$ cat src/rtl/bgr_pkg.sv
`timescale 1ns / 1ps

package bgr_pkg;

    localparam int DEF_FONT_BYTES       = 4096;
    localparam int DEF_MAX_GLYPH_PIXELS = 63;
    localparam int QUEUE_DEPTH          = 2;

    localparam logic [31:0] FONT_MAGIC = 32'h21324642;
    localparam int          HDR_FIRST  = 4;
    localparam int          HDR_LAST   = 5;

    localparam logic [7:0] SPACE_LEN_RESET = 8'd5;

    // input kinds
    localparam logic [1:0] KIND_WRITE = 2'd0;
    localparam logic [1:0] KIND_DRAW  = 2'd1;
    localparam logic [1:0] KIND_QUERY = 2'd2;

    // result status codes
    localparam logic [1:0] STAT_OK        = 2'd0;
    localparam logic [1:0] STAT_NO_CODE   = 2'd1;
    localparam logic [1:0] STAT_BAD_MAGIC = 2'd2;
    localparam logic [1:0] STAT_TRUNC     = 2'd3;

    // configuration register indexes
    localparam logic [2:0] REG_DRAW_COLOR  = 3'd0;
    localparam logic [2:0] REG_CLIP_ENABLE = 3'd1;
    localparam logic [2:0] REG_CLIP_LEFT   = 3'd2;
    localparam logic [2:0] REG_CLIP_TOP    = 3'd3;
    localparam logic [2:0] REG_CLIP_RIGHT  = 3'd4;
    localparam logic [2:0] REG_CLIP_BOTTOM = 3'd5;
    localparam logic [2:0] REG_SPACE_LEN   = 3'd6;
    localparam logic [2:0] REG_FONT_SIZE   = 3'd7;

    typedef enum logic [1:0] {
        OP_WRITE,
        OP_DRAW,
        OP_QUERY
    } op_t;

    typedef struct packed {
        op_t                op;
        logic [11:0]        addr;
        logic [7:0]         wbyte;
        logic [7:0]         code;
        logic signed [15:0] ox;
        logic signed [15:0] oy;
    } cmd_t;

    typedef struct packed {
        logic [23:0]        draw_color;
        logic               clip_enable;
        logic signed [15:0] clip_left;
        logic signed [15:0] clip_top;
        logic signed [15:0] clip_right;
        logic signed [15:0] clip_bottom;
        logic [7:0]         space_len;
        logic [12:0]        font_size;
    } cfg_t;

    typedef enum logic [3:0] {
        ST_IDLE,
        ST_MAG0,
        ST_MAG1,
        ST_MAG2,
        ST_MAG3,
        ST_FIRST,
        ST_LAST,
        ST_TBL0,
        ST_TBL1,
        ST_WIDTH,
        ST_CNT0,
        ST_CNT1,
        ST_PIX_X,
        ST_PIX_Y,
        ST_FINAL
    } state_t;

endpackage

$ cat src/rtl/bgr_front.sv
`timescale 1ns / 1ps

module bgr_front (
    input  logic               aclk,
    input  logic               aresetn,
    input  logic               s_valid,
    output logic               s_ready,
    input  logic [1:0]         s_kind,
    input  logic [11:0]        s_font_address,
    input  logic [7:0]         s_font_byte,
    input  logic [7:0]         s_char_code,
    input  logic signed [15:0] s_origin_x,
    input  logic signed [15:0] s_origin_y,
    output bgr_pkg::cmd_t      f_cmd,
    output logic               f_valid,
    input  logic               f_ready
);
    import bgr_pkg::*;

    cmd_t cmd_reg;
    logic hold_valid_reg;
    logic kind_ok;
    op_t  op_dec;

    always_comb begin
        kind_ok = 1'b1;
        op_dec  = OP_WRITE;
        case (s_kind)
            KIND_WRITE: op_dec = OP_WRITE;
            KIND_DRAW:  op_dec = OP_DRAW;
            KIND_QUERY: op_dec = OP_QUERY;
            default:    kind_ok = 1'b0;   // unused kind is dropped here
        endcase
    end

    assign s_ready = !hold_valid_reg || f_ready;
    assign f_valid = hold_valid_reg;
    assign f_cmd   = cmd_reg;

    always_ff @(posedge aclk) begin
        if (!aresetn) begin
            hold_valid_reg <= 1'b0;
        end else if (s_ready) begin
            hold_valid_reg <= s_valid && kind_ok;
        end
    end

    always_ff @(posedge aclk) begin
        if (s_valid && s_ready) begin
            cmd_reg.op    <= op_dec;
            cmd_reg.addr  <= s_font_address;
            cmd_reg.wbyte <= s_font_byte;
            cmd_reg.code  <= s_char_code;
            cmd_reg.ox    <= s_origin_x;
            cmd_reg.oy    <= s_origin_y;
        end
    end

endmodule

$ cat config.mk
export PLATFORM = sky130hd
export DESIGN_NAME = bgr_front
export DESIGN_NICKNAME = d
export VERILOG_FILES = /design/src/rtl/bgr_pkg.sv /design/src/rtl/bgr_front.sv
export SDC_FILE = /design/constraint.sdc
export NUM_CORES = 1
export LEC_CHECK = 0
export BUFFER_PORTS_ARGS = -buffer_cell sky130_fd_sc_hd__buf_2
export CORE_AREA = 10 10 81 83
export DETAILED_ROUTE_END_ITERATION = 10
export DIE_AREA = 0 0 91 93
export GPL_TIMING_DRIVEN = 1
export HOLD_SLACK_MARGIN = 0.1
export PLACE_DENSITY_LB_ADDON = 0.12
export SLEW_MARGIN = 20
export SYNTH_ARGS = -nofsm -noshare
export SYNTH_HDL_FRONTEND = slang
export SYNTH_SLANG_ARGS = --single-unit
$ cat constraint.sdc
create_clock -name aclk -period 2.5 [get_ports aclk]
set_input_delay 0 -clock aclk [delete_from_list [all_inputs] [get_ports aclk]]
set_output_delay 0 -clock aclk [all_outputs]
set_load 0.1 [all_outputs]
Word level (Yosys, flattened, before mapping)
Cells that the tools add are included.
Cells by class
  add/sub/neg operators: 0
  multiply operators: 0
  div/mod/pow operators: 0
  $lt $le $gt $ge: 0
  equal/unequal tests: 2
  shift-type cells: 0
  mux-type cells: 2
  bitwise gates (word level): 0
  reduce and logical (&&, ||, !) cells: 6
Operators by type and width (number)
  $pmux 2 s2: 1
  $reduce_or 3->1: 1
  $eq 2x1->1 const B: 1
  $eq 2x2->1 const B: 1
  $logic_and 1x1->1: 2
  $logic_not 2->1: 1
  $logic_not 1->1: 1
  $logic_or 1x1->1: 1
  $mux 1: 1
Storage, ports and cells
  bits in registers: 63
  latch bits: 0
  bits in writable memories: 0
  memory bits (read-only): 0
  bits of input ports: 66
  output and inout port bits: 64
  word-level logic and storage cells: 17
  memories: 0

Depth between registers and ports, before layout
  depth in word-level cells: 4
  gate-level depth with buffers: 2
  depth with buffers taken out: 2

Worst setup path before layout
Ideal clock, no wire load.
  path kind: register to register
  start point: register hold_valid_reg, in the netlist f_valid
  end point: register cmd_reg (netlist bit f_cmd[0]) (enable)
  arrival time: 3.160 ns
  setup slack: -1.087 ns
  stages on the path, launching flop included: 3
  path buffers: 0
  period minus slack after synthesis: 3.587 ns
  cells stage by stage: dfxtp_1 -> nand2b_1 -> and2_1
Between the ends
  longest elaborated chain between the ends: 3
Ends and longest elaborated chain
  from (decl): RTL line bgr_front.sv:21  | logic hold_valid_reg;
  from (signal assigned): RTL line bgr_front.sv:44  | hold_valid_reg <= s_valid && kind_ok;
  $logic_not 1->1: RTL line bgr_front.sv:36  | assign s_ready = !hold_valid_reg || f_ready;
  $logic_or 1x1->1: RTL line bgr_front.sv:36
  named net s_ready: RTL line bgr_front.sv:7  | output logic s_ready,
  $logic_and 1x1->1: RTL line bgr_front.sv:49  | if (s_valid && s_ready) begin
  to (decl): RTL line bgr_front.sv:20  | cmd_t cmd_reg;
The timed path passes the listed nets, and every way through them passes these cells.
A chain may end at the register's enable or synchronous reset.

Worst setup path after layout
  start point: register hold_valid_reg, in the netlist f_valid
  end point: register cmd_reg (netlist bit f_cmd[7]) (enable)
Between the ends
  longest elaborated chain between the ends: 3
Ends and longest elaborated chain (RTL line)
  $logic_not 1->1: bgr_front.sv:36
  $logic_or 1x1->1: bgr_front.sv:36
  $logic_and 1x1->1: bgr_front.sv:49
No other way between the ends.

==> flow_summary.toml <==
[placed_design]
hpwl_mm = 3.82
placedInstanceArea_um2 = 2680
globalplace.congestion = 0.656
dpl.cell_count = 270
io_buffers = 129

[die]
fp.dieW_um = 91
floorplan.die.height_um = 93
rows = 26
start_util_pct = 38.5
pin_count = 130
core-area_um2 = 5010
die-area_um2 = 8460

[run]
drv_cap = 0

[synthesis]
yosys_warnings = 0
synthAdderAreaFrac_pct = 0
synthArstFlopShare_pct = 0
synth_edf_count = 62
synth_top_area_cell = "edfxtp_1"
synth-xor-area-share_pct = 0
ys_ff_latch = 63
syn_area_um2 = 1930
synth_cells = 69
synth-seq-area-share_pct = 97.6
synth-main-ff-cell = "edfxtp_1"
synthTopCellsByArea = "edfxtp_1 (97%), dfxtp_1 (1.0%), nor2b_1 (0.65%), a21boi_2 (0.58%), a21bo_1 (0.52%)"
synth_common_cells = "edfxtp_1 (62), nor2b_1 (2)"
synth-compound-area-share_pct = 1.10
synth_top_family_by_area = "simple AND/OR/NAND/NOR gates"
synth-simple-area-share_pct = 1.30
syn_nets = 135
syn_area_per_cell_um2 = 27.9
synthMuxAreaShare_pct = 0
yosysMostFrequentCell = "edfxtp_1"
ys_types = 7
netlist.area_leader.share_pct = 96.6

[critical_path]
path_class = "reg2reg"
cp.arrival_ns = 1.29
r2r-start = "f_valid$_SDFFE_PN0P_"
worstPathCellList = "nand2b_2, and2_2, buf_4"
cp_slowest_stage_delay_ns = 0.39
worstSetupEndpointType = "flip-flop"
crit_family = "buffers and inverters"
crit_fanout = 37
startpoint = "f_valid$_SDFFE_PN0P_"
cp.buffers_inverters = 1
crit_path_start_kind = "flip-flop"
worstPathRequired_ns = 2.47
slowest_stage = "buf_4"

[global_routing]
overflow = 0
antenna_found_initial = 0
grt_first_pass_wirelength_mm = 8.74
grt.total_usage_pct = 13.4
grt_max_degree = 38
first_global_vias = 1700

[drt]
drt_iter0_drc = 35
drc = 0
vias = 1428
wirelength_mm = 5.61
drtPass1Iterations = 4
viasPerCell = 4.08
wl_per_cell_um = 16.0
final_antenna_net_count = 0

[final_layout]
nNetsFinal = 342
antenna_cells = 0
layoutNonFillerInstCount = 350
fill_cells = 370
areaGrowthSynthToFinish_pct = 80.4
design_area_um2 = 3480
drive_gt1_share_pct = 51.4

[timing]
finalSetupTns_ns = 0
worstMarginPinSlew_ns = 0.506
rsz0062_at_grt = "false"
setup_viol = 0
fin_crit_sh_pct = 52.8
fin_hold_ws_ns = 0.382
hold_violations = 0
report.final.slew_viol_count = 0
skew_ns = 0.00724
fmax_mhz = 757
fin_crit_ns = 1.32
slew_headroom_pct = 66.5

[power]
total_power_mw = 2.59
p_leak_nw = 1.50
p_per_area_nw_per_um2 = 746
ir_worst_vdd_mv = 0.492

[cts]
cts_made_buffers = 9
clock_latency_ns = 0.32
clock_path_buffers = 2
clock_sinks = 63
cts-root-buf = "clkbuf_8"
cts_tree = "done"
path_clk_slew_ns = 0.06
cts_setup_buffers = 0
cts.htree.levels = 3

[worst_hold_path]
worst_hold_path_type = "in2reg"
hp-start = "s_valid"

[status]
status = "finished, final reports clean"
final cells by class:
| type | instances | area, µm² | area share (%) |
|---|---|---|---|
| clock buffers | 12 | 135 | 3.88 |
| clock inverters | 3 | 11.3 | 0.324 |
| multi-input cells | 6 | 50.0 | 1.44 |
| flip-flops and latches | 63 | 1880 | 54.1 |
| well taps | 70 | 87.6 | 2.52 |
| repair buffers | 196 | 1310 | 37.7 |
metrics by stage:
stage,util (%),setup slack (ns)
after floorplan,-,0.172
after global placement,53.5,1.23
after detailed placement,53.5,1.19
after CTS,69.4,1.17
after global routing,69.4,1.08
final,69.4,1.18
layer usage:
layer  vias up  GRT usage, %  part of all wire [%]
li1        688             -                     -
met3         6          7.03                    10
met1       660          11.9                    34
met5         -             0                     0
met4         0          7.18                   1.3
met2        74          24.2                    54
power breakdown:
| part | internal [mW] | switching (mW) | total (mW) |
|---|---|---|---|
| Combinational | 0.147 | 0.524 | 0.671 |
| Clock | 0.345 | 0.326 | 0.671 |
| Sequential | 1.24 | 0.0147 | 1.25 |
| Total | 1.73 | 0.865 | 2.59 |
worst paths after layout:
kind	end	slack, ns	cells after the start
worst max-delay path	f_cmd[7]$_DFFE_PP_	1.18	3
worst min-delay path	f_cmd[61]$_DFFE_PP_	0.38	3
worst max register to register	f_cmd[7]$_DFFE_PP_	1.18	3
worst min register to register	f_valid$_SDFFE_PN0P_	1.04	3
cell usage in the layout, fill, tap and decap left out, drive strengths merged, types with 2 or more instances in the layout:
cell type / instances
buf: 131
clkbuf: 12
clkinv: 3
dlygate4sd3: 65
edfxtp: 62
nor2b: 2
cells by family after synthesis:
group	Yosys count
flops	63
compound gates	2
simple gates	4
timing repair:
| action | CTS | global route |
|---|---|---|
| hold endpoints to repair | 63 | 0 |
| hold buffers | 65 | 0 |
| resized for setup | 0 | 0 |
worst register-to-register path, delay by kind of cell, from the launching register on:
| family | cells | cell delay [ns] |
|---|---|---|
| simple gates | 2 | 0.24 |
| buf+inv | 1 | 0.39 |
| flops | 1 | 0.33 |
state kept, by name, summed over array words and instances (netlist names):
| register | flops |
|---|---|
| f_cmd | 62 |
| f_valid | 1 |
(Power assumes the default switching activity.)
