`config.mk`:
```
export PLATFORM = sky130hd
export DESIGN_NAME = bgr_queue
export DESIGN_NICKNAME = d
export VERILOG_FILES = /design/src/rtl/bgr_pkg.sv /design/src/rtl/bgr_queue.sv
export SDC_FILE = /design/constraint.sdc
export NUM_CORES = 1
export LEC_CHECK = 0
export BUFFER_PORTS_ARGS = -buffer_cell sky130_fd_sc_hd__buf_2
export CAP_MARGIN = 20
export CORE_UTILIZATION = 30
export DETAILED_ROUTE_END_ITERATION = 7
export GPL_TIMING_DRIVEN = 0
export SLEW_MARGIN = 20
export SYNTH_ARGS = -nofsm -noshare
export SYNTH_HDL_FRONTEND = slang
export SYNTH_SLANG_ARGS = --single-unit
```
`constraint.sdc`:
```
create_clock -name aclk -period 2.7 [get_ports aclk]
set_input_delay 0.135 -clock aclk [delete_from_list [all_inputs] [get_ports aclk]]
set_output_delay 0.135 -clock aclk [all_outputs]
set_load 0.03 [all_outputs]
```
`src/rtl/bgr_pkg.sv`:
```
`timescale 1ns / 1ps

package bgr_pkg;

    localparam int DEF_FONT_BYTES       = 4096;
    localparam int DEF_MAX_GLYPH_PIXELS = 63;
    localparam int QUEUE_DEPTH          = 2;

    localparam logic [31:0] FONT_MAGIC = 32'h21324642;
    localparam int          HDR_FIRST  = 4;
    localparam int          HDR_LAST   = 5;

    localparam logic [7:0] SPACE_LEN_RESET = 8'd5;

    // input kinds
    localparam logic [1:0] KIND_WRITE = 2'd0;
    localparam logic [1:0] KIND_DRAW  = 2'd1;
    localparam logic [1:0] KIND_QUERY = 2'd2;

    // result status codes
    localparam logic [1:0] STAT_OK        = 2'd0;
    localparam logic [1:0] STAT_NO_CODE   = 2'd1;
    localparam logic [1:0] STAT_BAD_MAGIC = 2'd2;
    localparam logic [1:0] STAT_TRUNC     = 2'd3;

    // configuration register indexes
    localparam logic [2:0] REG_DRAW_COLOR  = 3'd0;
    localparam logic [2:0] REG_CLIP_ENABLE = 3'd1;
    localparam logic [2:0] REG_CLIP_LEFT   = 3'd2;
    localparam logic [2:0] REG_CLIP_TOP    = 3'd3;
    localparam logic [2:0] REG_CLIP_RIGHT  = 3'd4;
    localparam logic [2:0] REG_CLIP_BOTTOM = 3'd5;
    localparam logic [2:0] REG_SPACE_LEN   = 3'd6;
    localparam logic [2:0] REG_FONT_SIZE   = 3'd7;

    typedef enum logic [1:0] {
        OP_WRITE,
        OP_DRAW,
        OP_QUERY
    } op_t;

    typedef struct packed {
        op_t                op;
        logic [11:0]        addr;
        logic [7:0]         wbyte;
        logic [7:0]         code;
        logic signed [15:0] ox;
        logic signed [15:0] oy;
    } cmd_t;

    typedef struct packed {
        logic [23:0]        draw_color;
        logic               clip_enable;
        logic signed [15:0] clip_left;
        logic signed [15:0] clip_top;
        logic signed [15:0] clip_right;
        logic signed [15:0] clip_bottom;
        logic [7:0]         space_len;
        logic [12:0]        font_size;
    } cfg_t;

    typedef enum logic [3:0] {
        ST_IDLE,
        ST_MAG0,
        ST_MAG1,
        ST_MAG2,
        ST_MAG3,
        ST_FIRST,
        ST_LAST,
        ST_TBL0,
        ST_TBL1,
        ST_WIDTH,
        ST_CNT0,
        ST_CNT1,
        ST_PIX_X,
        ST_PIX_Y,
        ST_FINAL
    } state_t;

endpackage

```
`src/rtl/bgr_queue.sv`:
```
`timescale 1ns / 1ps

module bgr_queue #(
    parameter int DEPTH = bgr_pkg::QUEUE_DEPTH
) (
    input  logic          aclk,
    input  logic          aresetn,
    input  bgr_pkg::cmd_t in_cmd,
    input  logic          in_valid,
    output logic          in_ready,
    output bgr_pkg::cmd_t out_cmd,
    output logic          out_valid,
    input  logic          out_pop
);
    import bgr_pkg::*;

    localparam int PTRW = (DEPTH > 1) ? $clog2(DEPTH) : 1;
    localparam int CNTW = $clog2(DEPTH + 1);

    cmd_t            slot_reg [DEPTH];
    logic [PTRW-1:0] wr_ptr_reg;
    logic [PTRW-1:0] rd_ptr_reg;
    logic [CNTW-1:0] count_reg;
    logic            push;
    logic            pop;

    assign in_ready  = count_reg != CNTW'(DEPTH);
    assign out_valid = count_reg != '0;
    assign out_cmd   = slot_reg[rd_ptr_reg];
    assign push      = in_valid && in_ready;
    assign pop       = out_pop && out_valid;

    function automatic logic [PTRW-1:0] ptr_inc(input logic [PTRW-1:0] p);
        ptr_inc = (p == PTRW'(DEPTH - 1)) ? '0 : p + PTRW'(1);
    endfunction

    always_ff @(posedge aclk) begin
        if (!aresetn) begin
            wr_ptr_reg <= '0;
            rd_ptr_reg <= '0;
            count_reg  <= '0;
        end else begin
            if (push) begin
                wr_ptr_reg <= ptr_inc(wr_ptr_reg);
            end
            if (pop) begin
                rd_ptr_reg <= ptr_inc(rd_ptr_reg);
            end
            if (push && !pop) begin
                count_reg <= count_reg + CNTW'(1);
            end else if (pop && !push) begin
                count_reg <= count_reg - CNTW'(1);
            end
        end
    end

    always_ff @(posedge aclk) begin
        if (push) begin
            slot_reg[wr_ptr_reg] <= in_cmd;
        end
    end

endmodule

```
Yosys cells after proc, flatten, opt, wreduce, memory -nomap -nowiden. Memory sizes are Yosys's and may differ from the RTL's. A register that Yosys moved wholly into a read port is not among the register bits. Cells that the tools add are included.

$add $sub $neg: 4. Equality and inequality tests: 1. Multiplexer cells: 8. Reduce and logical (&&, ||, !) cells: 8.

Operator list (count): $mux 1 (6); $logic_and 1x1->1 (4); $mux 2 (2); $reduce_bool 2->1 (2); $add 1x1->1 const B (2); $add 2x1->2 const B (1); $logic_not 1->1 (2); $ne 2x2->1 const B (1); $sub 2x1->2 const B (1).

Register bits: 4. RAM bits: 124. Bits of input ports: 66. Output and inout bits: 64. Word-level logic and storage cells: 25. Memories kept: 1.

Memories: slot_reg (depth 2, width 62, rd ports 1, clocked after memory_dff 1, write ports 1, RTL line bgr_queue.sv:20) `cmd_t slot_reg [DEPTH];`.

Logic depth before layout (Yosys ltp).
Depth in word-level cells: 6. Gate-level depth with buffers: 6. Mapped depth without buffers: 6.

Least setup slack after synthesis. Ideal clock, no wire load.

Path kind: register -> register. From: register count_reg[0]. To: memory slot_reg[1][0] (netlist name), enable pin. Setup time: 0.427 ns. Arrival: 2.140 ns. Data required time: 2.273 ns. Setup slack: 0.133 ns. Stages on the path, launching flop included: 3. Path through: dfxtp_1 -> nand2b_4 -> and3_1.

Longest elaborated chain between the ends: 4.

Ends and longest elaborated chain: start, declared (RTL line bgr_queue.sv:23) `logic [CNTW-1:0] count_reg;`; start signal, assigned (RTL line bgr_queue.sv:50) `count_reg <= count_reg + CNTW'(1);`; start signal, assigned (RTL line bgr_queue.sv:52) `count_reg <= count_reg - CNTW'(1);`; $ne 2x2->1 (RTL line bgr_queue.sv:27) `assign in_ready = count_reg != CNTW'(DEPTH);`; via in_ready (RTL line bgr_queue.sv:10) `output logic in_ready,`; $logic_and 1x1->1 (RTL line bgr_queue.sv:30) `assign push = in_valid && in_ready;`; $mux 1 (RTL line bgr_queue.sv:58) `if (push) begin`; $mux 1 (implied by the code) (RTL line bgr_queue.sv:59) `slot_reg[wr_ptr_reg] <= in_cmd;`; end, declared (RTL line bgr_queue.sv:20).

The timed path passes the listed nets, and every way through them passes these cells.

==> flow_metrics.tcl <==
set metrics [dict create \
    status "completed" \
    hold_depth 3 \
    async_reset_ff_share_pct 0 \
    synth-edff-count 124 \
    grt_usage_pct 11.5 \
    met1_length_um 3910 \
    utilization_pct 44.8 \
    die_y_um 127 \
    synth_flop_cell "edfxtp_1" \
    grt_pass1_vias 2804 \
    fin_ws_ps 794 \
    cts_sinks 129 \
    cts_tree "yes" \
    die_w_um 127 \
    fin_setup_tns_ps 0 \
    cp_max_fo 10 \
    syn_nets 284 \
    gr-total-overflow 0 \
    reg2reg_to "slot_reg[1][21]" \
    slew_violations 0 \
    post-synth-top-area-fraction_pct 79.0 \
    portBuffers 129 \
    gp_congestion 0.618 \
    max-clock-path-buffers 2 \
    cpMostUsedCell "buf_2" \
    clk-insertion-delay-late_ps 410 \
    grt_first_pass_wirelength_um 13600 \
    path_clk_slew_ps 50 \
    syn_area_mm2 0.00471 \
    yosysUniqueCellTypes 20 \
    max-vdd-ir-drop_v 0.000628 \
    syn_inst 217 \
    highest_layer "met4" \
    synth_seq_area_share_pct 81.1 \
    ios 130 \
    dpl-instance-area_mm2 0.00567 \
    crit_required_ps 2570 \
    drtIter0Drc 85 \
    num_rows 45 \
    drtAntennaViolNets 0 \
    coreArea_mm2 0.0153 \
    cap_violations 0 \
    dp_slack_ps 978 \
    met3_length_um 457 \
    wl_per_cell_um 13.6 \
    endpoint "out_cmd[26]" \
    synthTopCellsByArea "edfxtp_1 (79%), mux2_2 (15%), dfxtp_1 (2.1%), buf_4 (0.80%), and2_1 (0.53%)" \
    firstDrtPassIters 4 \
    reg2reg_depth 3 \
    route.final.wire_length_um 8930 \
    p_leak_nw 2.57 \
    max_slew_margin_pct 71.8 \
    worstPathArrival_ps 1770 \
    worstMarginPinSlew_ps 424 \
    period_share_pct 70.6 \
    p_per_area_mw_per_mm2 955 \
    end_kind "output pin" \
    min_period_ps 1910 \
    root_buffer "clkbuf_16" \
    grt_max_degree 37 \
    antenna_found_initial 0 \
    largest_reg_flops 124 \
    h-tree-depth 4 \
    setup_violations 0 \
    routed-wl-met2_um 4440 \
    cp-start-kind "flip-flop" \
    synth_most_common_cell "edfxtp_1" \
    drive_above_1_share_pct 52.1 \
    vias_per_cell 4.11 \
    cts_inserted_buffers 17 \
    route.vias.total 2688 \
    num-nets-final 497 \
    hold_violations 0 \
    fmax_mhz 525 \
    yosys.area.top_type "edfxtp_1" \
    drc 0 \
    fin_area_mm2 0.00683 \
    cts_resized 0 \
    rsz0062_at_grt "false" \
    antenna_cells 0 \
    syn_to_final_growth_pct 45.0 \
    hpwl_um 5450 \
    synth_common_cells "edfxtp_1 (124), mux2_2 (62), buf_4 (5), dfxtp_1 (5), and2_1 (4)" \
    hp-class "in2reg" \
    setup.worst_path.class "reg2out" \
    ys_ff_latch 129 \
    cp_slowest_cell "mux2_2" \
    initial_core_util_pct 30.9 \
    worstPathCellList "buf_2 -> buf_2 -> mux2_2 -> buf_2" \
    dieArea_mm2 0.0162 \
    ys_warn_count 0 \
    skew_ps 8.70 \
    slowest_delay_ps 360 \
    r2r_start "count_reg[0]" \
    rrSetupSlack_ps 990 \
    syn_area_per_cell_um2 21.7 \
]
==> worst max-delay path: cells and delay by family (launching register included) <==
family	cells	cell delay [ps]
DFF	1	300
muxes	1	360
buffers and inverters	3	700
==> what timing repair did <==
item,4_1_cts,5_1_grt
hold buffers,63,0
buffers inserted,0,0
endpoints found under the hold margin,128,0
==> routing by layer <==
layer	vias up	global-route usage, %
met5	-	0
met4	0	6.58
met3	10	4.19
met2	83	18.6
met1	1312	13.1
li1	1283	-
==> final cells by class <==
type	instances	area, um2
timing repair buffer	194	1320
inverter	1	6.26
clock inverter	11	91.3
buffer	7	47.5
clock buffer	21	440
multi-input combinational	80	842
sequential	129	3820
fill	1373	8430
tap	211	264
==> metrics by stage <==
stage / power [mW] / hold slack [ps] / instances
floorplan: 3.95 / 234 / 217
global placement: 4.44 / 323 / 557
detailed placement: 4.48 / 326 / 559
CTS: 6.63 / 47.4 / 654
global route: 6.82 / 95.4 / 654
finish: 6.52 / 67.9 / 654
==> how the worst min path moves through the flow <==
stage,startpoint,to,slack [ps]
after floorplan,in_cmd[0],slot_reg[0][0],230
after CTS,in_valid,wr_ptr_reg,50
after global routing,in_valid,wr_ptr_reg,100
final,in_valid,wr_ptr_reg,70
after global placement,in_cmd[52],slot_reg[0][52],320
after detailed placement,in_cmd[20],slot_reg[0][20],330
==> layout by cell type (no fill, tap or decap), types with 2 or more instances in the layout <==
master           n
buf_2          131
edfxtp_1       124
dlygate4sd3_1   63
mux2_2          62
clkbuf_16       17
buf_4            5
dfxtp_1          5
and2_1           4
clkinv_2         4
clkbuf_1         4
clkinv_4         3
xnor2_1          2
clkinv_1         2
buf_12           2
==> power breakdown <==
group,leakage (nW),switching [mW],internal [mW]
clock network,0.260,0.795,1.25
logic,1.11,1.18,0.727
registers,1.20,0.0677,2.50
total,2.57,2.04,4.48
==> cell families after synthesis <==
| kind of cell | after synthesis | synth area share, % |
|---|---|---|
| and+or+nand+nor | 9 | 1.38 |
| adders and majority gates | 1 | 0.265 |
| buffers and inverters | 8 | 1.09 |
| xor gates and xnor gates | 3 | 0.558 |
| AOI/OAI and AO/OA | 5 | 0.743 |
| muxes | 62 | 14.8 |
| DFF | 129 | 81.1 |
Power figures use the tool's default switching activity.
